--- src/sv/nsl_pkg.sv ---
// Shared types for the nearest symbol lookup block.
package nsl_pkg;

   localparam int unsigned ADDR_W  = 32;
   localparam int unsigned COUNT_W = 11;
   localparam int unsigned SYM_W   = 10;

   typedef enum logic {
      KIND_LOAD  = 1'b0,
      KIND_QUERY = 1'b1
   } item_kind_type;

   typedef enum logic [1:0] {
      ST_IDLE,
      ST_SCAN,
      ST_LAST,
      ST_EMIT
   } scan_state_type;

endpackage

--- src/sv/nsl_front.sv ---
// Front part: takes requests and the count register, classifies items for the queue.
module nsl_front
   import nsl_pkg::*;
#(
   parameter int unsigned TABLE_DEPTH = 1024,
   parameter int unsigned IDX_W       = 10,
   parameter int unsigned LIM_W       = 11,
   parameter int unsigned ITEM_W      = 1 + IDX_W + ADDR_W + LIM_W
) (
   input  logic               clock,
   input  logic               reset,
   input  logic               req_valid,
   output logic               req_stall,
   input  logic               req_op,
   input  logic [SYM_W-1:0]   req_entry_index,
   input  logic [ADDR_W-1:0]  req_code_address,
   input  logic               csr_valid,
   output logic               csr_ready,
   input  logic [COUNT_W-1:0] csr_table_count,
   output logic               push_valid,
   input  logic               push_ready,
   output logic [ITEM_W-1:0]  push_data
);

   localparam int unsigned WIDE_W = IDX_W + SYM_W;

   logic [COUNT_W-1:0] table_count_ff, table_count_in;
   logic [WIDE_W-1:0]  index_wide;
   logic               index_ok;
   logic [LIM_W-1:0]   count_ext;
   logic [LIM_W-1:0]   limit;
   item_kind_type      kind;

   assign csr_ready = 1'b1;
   assign table_count_in = (csr_valid && csr_ready) ? csr_table_count : table_count_ff;

   always_ff @(posedge clock) begin
      if (reset) begin
         table_count_ff <= '0;
      end else begin
         table_count_ff <= table_count_in;
      end
   end

   // Saturate the scan length at the table depth
   assign count_ext = LIM_W'(table_count_ff);
   assign limit     = (count_ext > LIM_W'(TABLE_DEPTH)) ? LIM_W'(TABLE_DEPTH) : count_ext;

   assign index_wide = {{IDX_W{1'b0}}, req_entry_index};
   assign index_ok   = (index_wide < WIDE_W'(TABLE_DEPTH));
   assign kind       = (req_op == 1'b1) ? KIND_QUERY : KIND_LOAD;

   assign req_stall  = !push_ready;
   // Drop loads aimed beyond the table
   assign push_valid = req_valid && ((kind == KIND_QUERY) || index_ok);
   assign push_data  = {kind, index_wide[IDX_W-1:0], req_code_address, limit};

endmodule

--- config.mk ---
export PLATFORM = sky130hd
export DESIGN_NAME = nsl_front
export DESIGN_NICKNAME = d
export VERILOG_FILES = /design/src/sv/nsl_pkg.sv /design/src/sv/nsl_front.sv
export SDC_FILE = /design/constraint.sdc
export NUM_CORES = 1
export LEC_CHECK = 0
export BUFFER_PORTS_ARGS = -buffer_cell sky130_fd_sc_hd__buf_2
export CAP_MARGIN = 10
export CELL_PAD_IN_SITES_DETAIL_PLACEMENT = 1
export CELL_PAD_IN_SITES_GLOBAL_PLACEMENT = 1
export CORE_MARGIN = 2
export CORE_UTILIZATION = 18
export CTS_BUF_LIST = sky130_fd_sc_hd__clkbuf_8
export DETAILED_ROUTE_END_ITERATION = 10
export PLACE_DENSITY_LB_ADDON = 0.1
export SLEW_MARGIN = 20
export SYNTH_ARGS = -nofsm -noshare
export SYNTH_HDL_FRONTEND = slang
export SYNTH_SLANG_ARGS = --single-unit
--- constraint.sdc ---
create_clock -name clock -period 0.9 [get_ports clock]
set_input_delay 0.18 -clock clock [delete_from_list [all_inputs] [get_ports clock]]
set_output_delay 0.18 -clock clock [all_outputs]
set_load 0.02 [all_outputs]
== Yosys cells after proc, flatten, opt, wreduce, memory -nomap -nowiden ==
Index checks and enable logic that the tools add are counted.

* Register bits: 11
* Bits in latches: 0
* Bits in writable memories: 0
* ROM bits: 0
* Input bits: 59
* Output and inout bits: 57
* Word-level logic and storage cells: 8
* Memories kept: 0

* $add $sub $neg: 0
* Multiply operators: 0
* Div/mod/pow operators: 0
* $lt $le $gt $ge: 2
* Equality and inequality tests: 0
* Shift operators: 0
* Mux-type cells: 2
* Bitwise operators: 0
* Reductions and logical operators: 3

{| class="wikitable"
|+ Operators with widths
! kind !! count
|-
| 11-bit greater-than comparator (second input constant) || 1
|-
| 10-bit by 11-bit < comparator with 1-bit output (second input constant) || 1
|-
| 11-bit 2-to-1 mux || 1
|-
| 1-bit logical AND || 1
|-
| 1-bit logical NOT || 1
|-
| 1-bit logical OR || 1
|-
| 1-bit 2-to-1 mux || 1
|}

== Longest topological paths before layout ==
* Word-level depth: 3
* Depth in mapped cells: 3
* Gate-level depth less buffers: 2

== Worst setup path before layout ==
OpenSTA, ideal clock, no wires.

* Kind: reg-to-output
* Start point: register table_count_ff[10], in the netlist count_ext[10]
* End point: output push_data[0]
* Arrival: 0.776 ns
* Data required time: 0.720 ns
* Slack: -0.056 ns
* Cell stages (with the launch flop): 3
* Cell sequence: dfxtp_1 > buf_2 > nor2b_1

* Longest elaborated chain between the ends: 2

{| class="wikitable"
|+ RTL lines
! item !! line !! text
|-
| start, declared || nsl_front.sv:27 || <nowiki>logic [COUNT_W-1:0] table_count_ff, table_count_in;</nowiki>
|-
| start signal, assigned || nsl_front.sv:41 || <nowiki>table_count_ff <= table_count_in;</nowiki>
|-
| 11-bit greater-than comparator || nsl_front.sv:47 || <nowiki>assign limit = (count_ext > LIM_W'(TABLE_DEPTH)) ? LIM_W'(TABLE_DEPTH) : count_ext;</nowiki>
|-
| 11-bit 2-to-1 mux || nsl_front.sv:47 ||
|-
| end, declared || nsl_front.sv:22 || <nowiki>output logic [ITEM_W-1:0] push_data</nowiki>
|}

Every way passes these cells.

== Worst setup path in the final report ==
* Start point: register table_count_ff[10], in the netlist count_ext[10]
* End point: output push_data[1]

The elaborated chain is that of the path after synthesis.

==> flow_summary.json <==
{
  "rsz0062_at_grt": "true",
  "fp-row-count": 24,
  "worst_slack_ns": -0.227,
  "gp_congestion": 0.618,
  "whs_ns": 0.181,
  "crit_path_max_fanout": 6,
  "worstPathArrival_ns": 0.95,
  "drv_cap": 0,
  "cts_sinks": 11,
  "worstHoldPathType": "primary input to flip-flop",
  "numPortBuffers": 26,
  "grt_max_degree": 12,
  "routedWlPerCell_um": 12.0,
  "peakVddDrop_v": 0.000625,
  "synth_top_area_share_pct": 42.1,
  "cp.required_ns": 0.72,
  "synth_compound_area_share_pct": 0,
  "via_count": 456,
  "grt_pass1_vias": 500,
  "drt_iter0_markers": 12,
  "grt_pass1_wl_mm": 2.42,
  "powerDensity_mw_per_mm2": 1600,
  "hold_path_end": "count_ext[1]",
  "synth_fa_ha_area_share_pct": 0,
  "run_status": "finished, violations left",
  "r2r-end": "count_ext[10]",
  "cts_buffer_depth": 2,
  "critical_path_class": "flip-flop to output port",
  "die_h_um": 70.8,
  "grt.total_usage_pct": 6.33,
  "finClkSkew_ns": 0,
  "violations": "negative setup slack",
  "path_cells": "buf_6 -> nor2b_1 -> buf_4",
  "yosysTopAreaCell": "buf_4",
  "critical-path-max-stage-delay_ns": 0.32,
  "hp-start": "csr_table_count[1]",
  "wl_mm": 1.56,
  "reg2reg_slack_ns": 0.13,
  "min_period_ns": 1.13,
  "synth_top_family_by_area": "buffers and inverters",
  "gr-total-overflow": 0,
  "chipWidth_um": 70.8,
  "initial_core_util_pct": 18.6,
  "pre_cts_slack_ns": -0.0246,
  "avgViaCountPerCell": 3.51,
  "crit_start": "count_ext[10]",
  "final_common_cell": "buf_2",
  "synth_cell_types": 10,
  "drive_above_1_share_pct": 48.7,
  "ys_top_cells_by_area": "buf_4 42%, dfxtp_1 27%, mux2i_1 14%, nor2b_1 7.8%, nor2_1 5.1%",
  "reg2reg_depth": 3,
  "num_io_pins": 116,
  "largest_reg_flops": 11,
  "antennaDiodeCount": 0,
  "power_mw": 1.27,
  "hold_buffers": 0,
  "synth_xor_area_share_pct": 0,
  "areaGrowthSynthToFinish_pct": -1.71,
  "cts_root_buffer": "clkbuf_8",
  "final_cell_mix": "15 x buf_2, 11 x mux2i_1, 11 x nor2_1",
  "ys_seq_area_share_pct": 27.4,
  "reg2reg_from": "count_ext[10]",
  "finalHoldViolCount": 0,
  "p_leak_nw": 0.389,
  "netlist_area_um2": 803,
  "cts_made_buffers": 3,
  "yosysWarnings": 0,
  "clkTransAtPathRegs_ns": 0.05,
  "setup_viol": 11,
  "postRouteAntennaNets": 0,
  "cts_tree": "built",
  "antenna_found_initial": 0,
  "min_path_cells": 3,
  "ys_ff_latch": 11,
  "max_freq_ghz": 0.887,
  "critPathSlowestCell": "dfxtp_2",
  "clk_latency_ns": 0.23,
  "htree_levels": 1,
  "fin_cells": 130,
  "final_core_util_pct": 18.3,
  "start_kind": "flip-flop",
  "dp_cells": 126,
  "drv_slew": 0,
  "netlist_instances": 94,
  "synth_simple_gate_area_share_pct": 12.9,
  "syn_nets": 153,
  "nNetsFinal": 138,
  "first_pass_iters": 2,
  "die_area_mm2": 0.00501,
  "period_share_pct": 125,
  "end_kind": "output port",
  "core_area_mm2": 0.00432,
  "drc": 0,
  "synthMuxAreaShare_pct": 13.7,
  "syn_area_per_cell_um2": 8.55
}
synthesized netlist by cell type:
cell type	n
conb_1	1
nor2_1	11
dfxtp_1	11
buf_2	1
nor2b_1	10
buf_6	1
buf_4	45
inv_1	1
mux2i_1	11
clkbuf_1	2
worst max-delay path: cells and delay by family, from the launching register on:
family,cells,cell delay [ns]
buffers and inverters,2,0.28
flip-flops,1,0.32
AND/OR/NAND/NOR,1,0.11
cell type report:
type	instances	area (um2)
multi-input combinational	33	235
fill	515	3530
timing repair buffer	29	219
inverter	1	3.75
tap	52	65.1
sequential	11	221
clock inverter	1	3.75
clock buffer	3	41.3
cell families after synthesis:
| logic type | count (synthesis) |
|---|---|
| buf+inv | 50 |
| simple gates | 21 |
| mux | 11 |
| flops | 11 |
| other cells | 1 |
what timing repair did:
action | 4_1_cts | 5_1_grt
gates cloned | 0 | 0
buffers inserted | 0 | 0
gates resized for setup | 15 | 10
setup endpoints to repair | 11 | 11
pin swaps | 0 | 0
power by group:
group          internal, mW  total (mW)  leakage, nW  switching [mW]
clock                 0.299       0.483       0.0269           0.183
combinational         0.129       0.253        0.271           0.124
sequential            0.518       0.531       0.0912          0.0133
total                 0.946        1.27        0.389           0.321
per-layer routing:
layer | GRT usage [%] | up-vias | part of all wire, % | routed length, um
li1 | - | 208 | - | -
met1 | 7.43 | 204 | 42 | 660
met2 | 8.52 | 26 | 44 | 692
met3 | 3.28 | 18 | 9.1 | 142
met4 | 5.03 | 0 | 4.0 | 63
met5 | 0 | - | 0 | 0
through the flow:
step | cell area (um2) | setup TNS, ns
2_1_floorplan | 803 | -0.507
3_3_place_gp | 672 | -0.0476
3_5_place_dp | 672 | -0.0658
4_1_cts | 757 | -2.52
5_1_grt | 790 | -2.75
6_report | 790 | -2.28
worst max path at each step:
| stage | to | slack [ns] | cells past startpoint |
|---|---|---|---|
| after CTS | push_data[2] | -0.26 | 3 |
| after global routing | push_data[1] | -0.29 | 3 |
| after floorplan | push_data[0] | -0.06 | 2 |
| after detailed placement | push_data[2] | -0.02 | 3 |
| after global placement | push_data[2] | -0.03 | 3 |
| final | push_data[1] | -0.23 | 3 |
No activity file was read; power rests on OpenSTA's default activity.
