$ cat src/sv/nsl_queue.sv
// Two-entry queue between the front and back parts.
module nsl_queue #(
   parameter int unsigned WIDTH = 8
) (
   input  logic             clock,
   input  logic             reset,
   input  logic             push_valid,
   output logic             push_ready,
   input  logic [WIDTH-1:0] push_data,
   output logic             pop_valid,
   input  logic             pop_ready,
   output logic [WIDTH-1:0] pop_data
);

   logic [WIDTH-1:0] slot_ff [2];
   logic             wr_ptr_ff, wr_ptr_in;
   logic             rd_ptr_ff, rd_ptr_in;
   logic [1:0]       fill_ff, fill_in;
   logic             do_push, do_pop;

   assign push_ready = (fill_ff != 2'd2);
   assign pop_valid  = (fill_ff != 2'd0);
   assign pop_data   = slot_ff[rd_ptr_ff];
   assign do_push    = push_valid && push_ready;
   assign do_pop     = pop_valid && pop_ready;

   always_comb begin
      wr_ptr_in = do_push ? !wr_ptr_ff : wr_ptr_ff;
      rd_ptr_in = do_pop ? !rd_ptr_ff : rd_ptr_ff;
      fill_in   = fill_ff;
      if (do_push && !do_pop) begin
         fill_in = fill_ff + 2'd1;
      end else if (do_pop && !do_push) begin
         fill_in = fill_ff - 2'd1;
      end
   end

   always_ff @(posedge clock) begin
      if (reset) begin
         wr_ptr_ff <= 1'b0;
         rd_ptr_ff <= 1'b0;
         fill_ff   <= 2'd0;
      end else begin
         wr_ptr_ff <= wr_ptr_in;
         rd_ptr_ff <= rd_ptr_in;
         fill_ff   <= fill_in;
      end
   end

   always_ff @(posedge clock) begin
      if (do_push) begin
         slot_ff[wr_ptr_ff] <= push_data;
      end
   end

endmodule

$ cat config.mk
export PLATFORM = sky130hd
export DESIGN_NAME = nsl_queue
export DESIGN_NICKNAME = d
export VERILOG_FILES = /design/src/sv/nsl_queue.sv
export SDC_FILE = /design/constraint.sdc
export NUM_CORES = 1
export LEC_CHECK = 0
export ABC_AREA = 0
export BUFFER_PORTS_ARGS = -buffer_cell sky130_fd_sc_hd__buf_2
export CORE_UTILIZATION = 52
export DETAILED_ROUTE_END_ITERATION = 8
export PLACE_DENSITY = 0.81
export RECOVER_POWER = 50
export SETUP_SLACK_MARGIN = 0.1
export SLEW_MARGIN = 40
export SYNTH_ARGS = -nofsm -noshare
export SYNTH_HDL_FRONTEND = slang
export SYNTH_SLANG_ARGS = --single-unit
$ cat constraint.sdc
create_clock -name clock -period 3.9 [get_ports clock]
set_clock_uncertainty 0.15 [all_clocks]
set_input_delay 0.195 -clock clock [delete_from_list [all_inputs] [get_ports clock]]
set_output_delay 0.195 -clock clock [all_outputs]
set_load 0.02 [all_outputs]
### After elaboration in Yosys (flattened, before gate mapping)

Memory sizes are Yosys's and may differ from the RTL's. A register that Yosys moved wholly into a read port is not among the register bits.
Index checks and enable logic that the tools add are counted.

* input bits: 12
* bits in latches: 0
* logic and storage cells: 23
* output and inout bits: 10
* RAM bits: 16
* ROM bits: 0
* memories kept: 1
* register bits: 4

* $mul: 0
* reductions and logical operators: 10
* div/mod/pow operators: 0
* eq/ne operators: 1
* mux-type cells: 6
* shifts and indexed selects: 0
* add/subtract/negate cells: 2
* bitwise logic cells: 0
* $lt $le $gt $ge: 0

Memory list
* slot_ff: words 2, width 8, read ports 1, clocked after Yosys merged registers in 1, wr ports 1, RTL line 15 `logic [WIDTH-1:0] slot_ff [2];`

Operator list (count)
* 1-bit logical AND: 4
* 1-bit zero test: 4
* 1-bit two-way mux: 4
* 2-bit two-way mux: 2
* 2-bit nonzero test: 2
* 2-bit by 1-bit adder with 2-bit output (second input constant): 1
* 2-bit != test (second input constant): 1
* 2-bit by 1-bit subtractor with 2-bit output (second input constant): 1

### Logic depth before layout (Yosys ltp)

Gate-level depths: netlist of run 1.

* depth in word-level cells: 6
* mapped depth: 6
* depth with buffers taken out: 6

### Worst setup path before layout of run 1

No wires, ideal clock.

* kind: register -> register
* from: reg fill_ff[0]
* to: reg fill_ff[1]
* arrival: 1.472 ns
* buffers on the path: 0
* clock period less this slack: 1.692 ns
* required time: 3.680 ns
* cell stages (with the launch flop): 6
* path slack: 2.208 ns
* cell sequence: dfxtp_1 nand2b_4 and2_1 ha_1 or3_1 a21oi_1

* cells in the longest elaborated chain, start to end: 5
* elaborated cells between the ends (all ways): 13
* classes of those cells: add/sub (2); eq/ne (1); mux (2); reduce/logical (8)

Ends and longest elaborated chain
* from (decl): RTL line 18 `logic [1:0] fill_ff, fill_in;`
* from (signal assigned): RTL line 46 `fill_ff <= fill_in;`
* 2-bit != test (*): RTL line 21 `assign push_ready = (fill_ff != 2'd2);`
* via push_ready: RTL line 8 `output logic push_ready,`
* 1-bit logical AND (*): RTL line 24 `assign do_push = push_valid && push_ready;`
* via do_push: RTL line 19 `logic do_push, do_pop;`
* 1-bit zero test: RTL line 33 `end else if (do_pop && !do_push) begin`
* 1-bit logical AND: RTL line 33
* 2-bit nonzero test (no source line)

Mark *: on every way through the listed nets, which the timed path passes. The rest lies on a longest branch. The select of a mux whose other input is x is not followed.
A chain may end at the register's enable or synchronous reset.

### Worst setup path in the final report of run 1

* from: reg fill_ff[0]
* to: reg fill_ff[1]

* cells in the longest elaborated chain, start to end: 5
* elaborated cells between the ends (all ways): 13
* classes of those cells: add/sub (2); eq/ne (1); mux (2); reduce/logical (8)

Ends and longest elaborated chain (RTL line)
* 2-bit != test (*): 21
* 1-bit logical AND (*): 24
* via do_push: 19
* 1-bit zero test: 33
* 1-bit logical AND: 33
* 2-bit nonzero test (no source line)

Marked as above.

==> metrics.md, run 1 <==
| Metric | Value |
|---|---|
| Critical Path Sink Type | `flop` |
| Post-synthesis mux area share | `11.2%` |
| Dpl hpwl | `922 um` |
| Mean Syn Cell Area | `16.4 um^2` |
| Syn nets | `62` |
| Chip Height | `41.4 um` |
| Startpoint Class | `flop` |
| Final instance area | `0.00102 mm^2` |
| Clk Latency, worst-skew pair | `0.29 ns` |
| Chip width | `41.4 um` |
| P_leak | `0.398 nW` |
| Cell Chain, Critical Path | `nand2b_1 -> and2_1 -> ha_1 -> or3_1 -> a21oi_1` |
| Post-Synth XOR/XNOR Area | `3.26%` |
| Peak supply drop | `0.429 mV` |
| Tot Pwr | `0.623 mW` |
| Grt ovf | `0` |
| N_diodes | `0` |
| Die area | `0.00171 mm^2` |
| Warnings, synthesis | `0` |
| Power per cell area | `608 mW/mm^2` |
| Relative slew slack | `73.8%` |
| Setup Buffers After CTS | `0` |
| Synthesized flop and latch total | `21` |
| Area grow syn2layout | `27.2%` |
| Critical path required time | `3.98 ns` |
| Final worst-path cycle share | `47.3%` |
| Simple-Gate Fraction of Synth Area | `7.14%` |
| Critical path arrival | `1.92 ns` |
| I/O pins | `22` |
| Clock sink total | `21` |
| Iter 0 DRT Violations | `16` |
| Crit Path Category | `reg -> reg` |
| Filler cells | `96` |
| Antenna-violating nets left | `0` |
| # port buffers | `21` |
| DRC Markers | `0` |
| WL final | `1.45 mm` |
| Initial antenna violation count | `0` |
| Worst hold path class | `in -> reg` |
| Total CTS buffers | `3` |
| Worst-path fanout max | `5` |
| H-tree depth | `1` |
| Unique cell type count in the Yosys netlist | `17` |
| Dpl cells | `84` |
| Nets | `96` |
| GPL Wtd Cong | `0.696` |
| Core Area | `0.00137 mm^2` |
| Largest family of logic cells by synthesized area | `multiplexers` |
| Synthesized area | `806 um^2` |
| Mapped Cells | `49` |
| WL/cell | `14.9 um` |
| Layout cells sized above 1 | `32.9%` |
| CP max stage delay | `0.38 ns` |
| Final Critical Period | `1.84 ns` |
| Post-DR vias/cell | `5.22` |
| Pre-Repair DR Iteration Count | `4` |
| Run status | `finished, final reports clean` |
| Multi-input logic area | `209 um^2` |
| Final core utilization | `75.0%` |
| Initial core utilization | `59.0%` |
| Total GRT Usage | `21.3%` |
| First-pass GRT wire length | `2.19 mm` |
| Area share of fa/ha/maj cells after synthesis | `1.55%` |
| Largest net degree at the start of global routing | `13` |
| Worst-path clk slew | `0.11 ns` |
| Final hold viol count | `0` |
| Cell Area, Placed | `925 um^2` |
| Setup violators final | `0` |
| Max Clk Rate | `542 MHz` |
| Slowest-stage cell, CP | `or3_1` |
| Maximum buffer depth of the clock tree | `2` |
| RSZ-0062 raised after global routing | `no` |
| Pins Over Slew Limit | `0` |
| Root buf cell | `clkbuf_4` |
| Final worst slack | `2.06 ns` |
| Row count | `13` |
| DP Worst Slack | `2.14 ns` |
| Compound-Gate Fraction of Synth Area | `3.73%` |
| CTS tree | `yes` |
| Final Non-Filler Cells | `97` |
| Routed vias | `506` |
| Fin Hold WS | `0.0665 ns` |
| Worst-margin pin slew | `0.393 ns` |
| Vias in the first global route | `523` |
| Reg area | `581 um^2` |
| Register area share after synthesis | `72.0%` |
| Max Cap Violations | `0` |
| Setup TNS | `0 ns` |
==> metal layers <==
metal  GRT usage (%)  routed length [um]
met5               0                   0
met4            10.5                  14
met3            4.79                  42
met2            41.0                 811
met1            20.9                 582
==> final timing paths <==
check / slack (ns) / cells after the start / startpoint / endpoint
setup / recovery: 2.06 / 5 / fill_ff[0] / fill_ff[1]
hold / removal: 0.07 / 3 / push_valid / wr_ptr_ff
setup reg to reg: 2.06 / 5 / fill_ff[0] / fill_ff[1]
hold reg to reg: 0.38 / 2 / fill_ff[1] / fill_ff[1]
==> synth_stat cells <==
| cell type | n | area share (%) |
|---|---|---|
| a21oi_1 | 2 | 1.2 |
| edfxtp_1 | 16 | 60 |
| nand3b_1 | 1 | 0.93 |
| xor2_1 | 3 | 3.3 |
| and3_1 | 1 | 0.78 |
| or2_2 | 1 | 0.78 |
| inv_1 | 1 | 0.47 |
| nand2b_4 | 1 | 1.7 |
| or3_1 | 1 | 0.78 |
| and2_1 | 1 | 0.78 |
| ha_1 | 1 | 1.6 |
| mux2_2 | 8 | 11 |
| nor2_1 | 3 | 1.4 |
| dfxtp_1 | 5 | 12 |
| a21bo_2 | 1 | 1.2 |
| buf_2 | 1 | 0.62 |
| o21ai_0 | 2 | 1.2 |
==> cell type report <==
type,count,share of cell area (%)
sequential,21,56.7
multi-input combinational,26,20.4
timing repair buffer,30,18.1
clock buffer,3,2.20
tap,15,1.83
clock inverter,1,0.488
inverter,1,0.366
==> what timing repair did <==
| action | 4_1_cts | 5_1_grt |
|---|---|---|
| hold buffers | 9 | 0 |
| setup endpoints to repair | 0 | 0 |
| resized for setup | 0 | 0 |
| endpoints found under the hold margin | 21 | 0 |
==> worst max-delay path: cells and delay by family, from the launching register on <==
kind | cells | cell delay [ns]
flip-flops | 1 | 0.36
AND/OR/NAND/NOR | 3 | 0.79
AO/OA/AOI/OAI | 1 | 0.15
adder cells (fa/ha/maj) | 1 | 0.33
==> cell families after synthesis <==
| family | count (synthesis) |
|---|---|
| flip-flops | 21 |
| AND/OR/NAND/NOR | 9 |
| adder cells (fa/ha/maj) | 1 |
| XOR/XNOR | 3 |
| AO/OA/AOI/OAI | 5 |
| buffers and inverters | 2 |
| multiplexers | 8 |
==> registers in the layout, summed over array words and instances (netlist names), named ones only <==
signal	count
wr_ptr_ff	1
rd_ptr_ff	1
fill_ff	2
slot_ff	16
==> cell usage in the layout (no fill, tap or decap), types with 2 or more instances in the layout <==
master / instances
nor2_1: 3
o21ai_0: 2
mux2_2: 8
edfxtp_1: 16
dfxtp_1: 5
a21oi_1: 2
dlygate4sd3_1: 9
clkbuf_4: 3
clkbuf_1: 8
buf_2: 12
xor2_1: 3
==> power by group <==
part           internal, mW  switching, mW  total, mW
sequential            0.284         0.0281      0.312
combinational        0.0913          0.119      0.210
clock                0.0381         0.0622      0.100
total                 0.413          0.209      0.623
No activity file was read; power rests on OpenSTA's default activity.
==> run 2: changes to the inputs <==
--- a/config.mk
+++ b/config.mk
@@ -7,9 +7,9 @@
 export LEC_CHECK = 0
 export ABC_AREA = 0
 export BUFFER_PORTS_ARGS = -buffer_cell sky130_fd_sc_hd__buf_2
-export CORE_UTILIZATION = 52
+export CORE_UTILIZATION = 49
 export DETAILED_ROUTE_END_ITERATION = 8
-export PLACE_DENSITY = 0.81
+export PLACE_DENSITY = 0.77
 export RECOVER_POWER = 50
 export SETUP_SLACK_MARGIN = 0.1
 export SLEW_MARGIN = 40
==> constraint.sdc (replaced) <==
create_clock -name clock -period 1.9 [get_ports clock]
set_clock_uncertainty 0.15 [all_clocks]
set_input_delay 0.095 -clock clock [delete_from_list [all_inputs] [get_ports clock]]
set_output_delay 0.095 -clock clock [all_outputs]
set_load 0.02 [all_outputs]
==> metrics.md, run 2 (synthesized netlist as in run 1, its figures left out) <==
| Metric | Value |
|---|---|
| Run status | `finished, final reports clean (unchanged)` |
| I/O pins | `22 (unchanged)` |
| Die area | `0.00181 mm^2 (was 0.00171 mm^2)` |
| P_leak | `0.409 nW (was 0.398 nW)` |
| Family with the most delay on the worst path | `simple AND/OR/NAND/NOR gates (unchanged)` |
| Vias in the first global route | `461 (was 523)` |
| WL/cell | `12.8 um (was 14.9 um)` |
| Max Cap Violations | `0 (unchanged)` |
| First-pass GRT wire length | `1.93 mm (was 2.19 mm)` |
| Biggest regs | `slot_ff (16), fill_ff (2) (unchanged)` |
| Worst hold path class | `in -> reg (unchanged)` |
| Slowest-stage cell, CP | `or3_1 (unchanged)` |
| Chip width | `42.6 um (was 41.4 um)` |
| Most frequent cells in the layout | `edfxtp_1 (16), buf_2 (14), dlygate4sd3_1 (10) (was edfxtp_1 (16), buf_2 (12), dlygate4sd3_1 (9))` |
| Initial antenna violation count | `0 (unchanged)` |
| Worst path bufs/invs | `0 (unchanged)` |
| Critical Path Sink Type | `flop (unchanged)` |
| WL final | `1.27 mm (was 1.45 mm)` |
| H-tree depth | `1 (unchanged)` |
| Chip Height | `42.6 um (was 41.4 um)` |
| Peak supply drop | `0.889 mV (was 0.429 mV)` |
| Clk Latency, worst-skew pair | `0.29 ns (about the same)` |
| Max reg flops | `16 (unchanged)` |
| Grt ovf | `0 (unchanged)` |
| Hold path cells | `4 (was 3)` |
| Cell Chain, Critical Path | `nand2b_4 -> and2_1 -> ha_1 -> or3_1 -> a21oi_2 (was nand2b_1 -> and2_1 -> ha_1 -> or3_1 -> a21oi_1)` |
| Hold Crit Start | `pop_ready (was push_valid)` |
| Most flop-heavy register | `slot_ff (unchanged)` |
| Routed vias | `493 (was 506)` |
| Final worst-path cycle share | `92.4% (was 47.3%)` |
| Max Clk Rate | `570 MHz (was 542 MHz)` |
| Met1 Use GR | `16.8% (was 20.9%)` |
| Setup TNS | `0 ns (unchanged)` |
| Final core utilization | `68.9% (was 75.0%)` |
| N_diodes | `0 (unchanged)` |
| Pre-Repair DR Iteration Count | `4 (unchanged)` |
| DRC Markers | `0 (unchanged)` |
| Area grow syn2layout | `30.3% (was 27.2%)` |
| Nets | `97 (was 96)` |
| # port buffers | `21 (unchanged)` |
| Largest net degree at the start of global routing | `13 (unchanged)` |
| R2R Setup Slk | `0.14 ns (was 2.06 ns)` |
| Layout cells sized above 1 | `37.3% (was 32.9%)` |
| Critical path arrival | `1.84 ns (was 1.92 ns)` |
| Reg-to-Reg End | `fill_ff[1] (unchanged)` |
| Core Area | `0.00152 mm^2 (was 0.00137 mm^2)` |
| Critical path required time | `1.98 ns (was 3.98 ns)` |
| Pins Over Slew Limit | `0 (unchanged)` |
| GPL Wtd Cong | `0.682 (was 0.696)` |
| Worst-path clk slew | `0.10 ns (was 0.11 ns)` |
| Crit Path Category | `reg -> reg (unchanged)` |
| Row count | `14 (was 13)` |
| GRT busiest layer | `met2 (unchanged)` |
| M2 GR Usage | `26.5% (was 41.0%)` |
| Worst-path fanout max | `5 (unchanged)` |
| Worst-margin pin slew | `0.384 ns (was 0.393 ns)` |
| Post-DR vias/cell | `4.98 (was 5.22)` |
| CTS tree | `yes (unchanged)` |
| Setup violators final | `0 (unchanged)` |
| Fin Hold WS | `0.0755 ns (was 0.0665 ns)` |
| Root buf cell | `clkbuf_4 (unchanged)` |
| Antenna-violating nets left | `0 (unchanged)` |
| Maximum buffer depth of the clock tree | `2 (unchanged)` |
| Iter 0 DRT Violations | `12 (was 16)` |
| Hold Path Sink | `rd_ptr_ff (was wr_ptr_ff)` |
| Final hold viol count | `0 (unchanged)` |
| Startpoint Class | `flop (unchanged)` |
| Reg2reg start | `fill_ff[0] (unchanged)` |
| Power per cell area | `1240 mW/mm^2 (was 608 mW/mm^2)` |
| Final Critical Period | `1.76 ns (was 1.84 ns)` |
| Clock sink total | `21 (unchanged)` |
| Worst reg-to-reg path cell count | `5 (unchanged)` |
| Total CTS buffers | `3 (unchanged)` |
| Initial core utilization | `52.9% (was 59.0%)` |
| Commonest non-fill, non-tap cell in the layout | `edfxtp_1 (unchanged)` |
| Total GRT Usage | `15.6% (was 21.3%)` |
| CP max stage delay | `0.41 ns (was 0.38 ns)` |
| RSZ-0062 raised after global routing | `no (unchanged)` |
| Relative slew slack | `74.4% (was 73.8%)` |
| Met3 Use GR | `2.59% (was 4.79%)` |
| Dpl hpwl | `833 um (was 922 um)` |
==> run 2: timing repair <==
item	4_1_cts	5_1_grt
hold endpoints to repair	21	0
hold buffers	10	0
setup buffers	0	0
resized for setup	0	5
endpoints found under the setup margin	0	1
==> run 2: how the worst max path moves through the flow <==
stage / start / to / slack, ns / depth (start not counted)
finish: fill_ff[0] / fill_ff[1] / 0.14 / 5
global route: fill_ff[0] / fill_ff[1] / 0.06 / 4
CTS: fill_ff[0] / fill_ff[1] / 0.15 / 5
detailed placement: fill_ff[0] / fill_ff[1] / 0.17 / 5
global placement: fill_ff[0] / fill_ff[1] / 0.22 / 5
floorplan: fill_ff[0] / fill_ff[1] / 0.21 / 5
==> run 2: routing by layer <==
| layer | up-vias | part of all wire [%] |
|---|---|---|
| met5 | - | 0 |
| met1 | 233 | 41 |
| met2 | 11 | 55 |
| met4 | 0 | 1.2 |
| met3 | 2 | 3.1 |
| li1 | 247 | - |
==> run 2: power breakdown <==
part           leakage [nW]  switching (mW)  internal [mW]  total, mW
Combinational         0.200           0.243          0.207      0.450
Clock                0.0177           0.125         0.0783      0.203
Sequential            0.191          0.0612          0.584      0.646
==> run 2: stage by stage <==
stage | instance area [um^2] | setup slack (ns) | instances | power [mW]
2_1_floorplan | 806 | 0.208 | 49 | 0.961
3_3_place_gp | 926 | 0.223 | 85 | 1.06
3_5_place_dp | 926 | 0.172 | 85 | 1.08
4_1_cts | 1050 | 0.151 | 99 | 1.30
5_1_grt | 1050 | 0.0623 | 99 | 1.36
6_report | 1050 | 0.145 | 99 | 1.30
==> run 2: worst reg2reg max path, cell delays in order, from the launching register on <==
cell and delay, ns:
dfxtp_1 0.37, nand2b_4 0.17, and2_1 0.15, ha_1 0.31
or3_1 0.41, a21oi_2 0.14
==> run 2: layout make-up <==
| type | instances | area [um^2] |
|---|---|---|
| clock buffers | 3 | 22.5 |
| flip-flops and latches | 21 | 582 |
| clock inverters | 1 | 5.00 |
| fillers | 119 | 474 |
| inverters | 1 | 3.75 |
| repair buffers | 31 | 196 |
| multi-input cells | 26 | 220 |
| well taps | 16 | 20.0 |
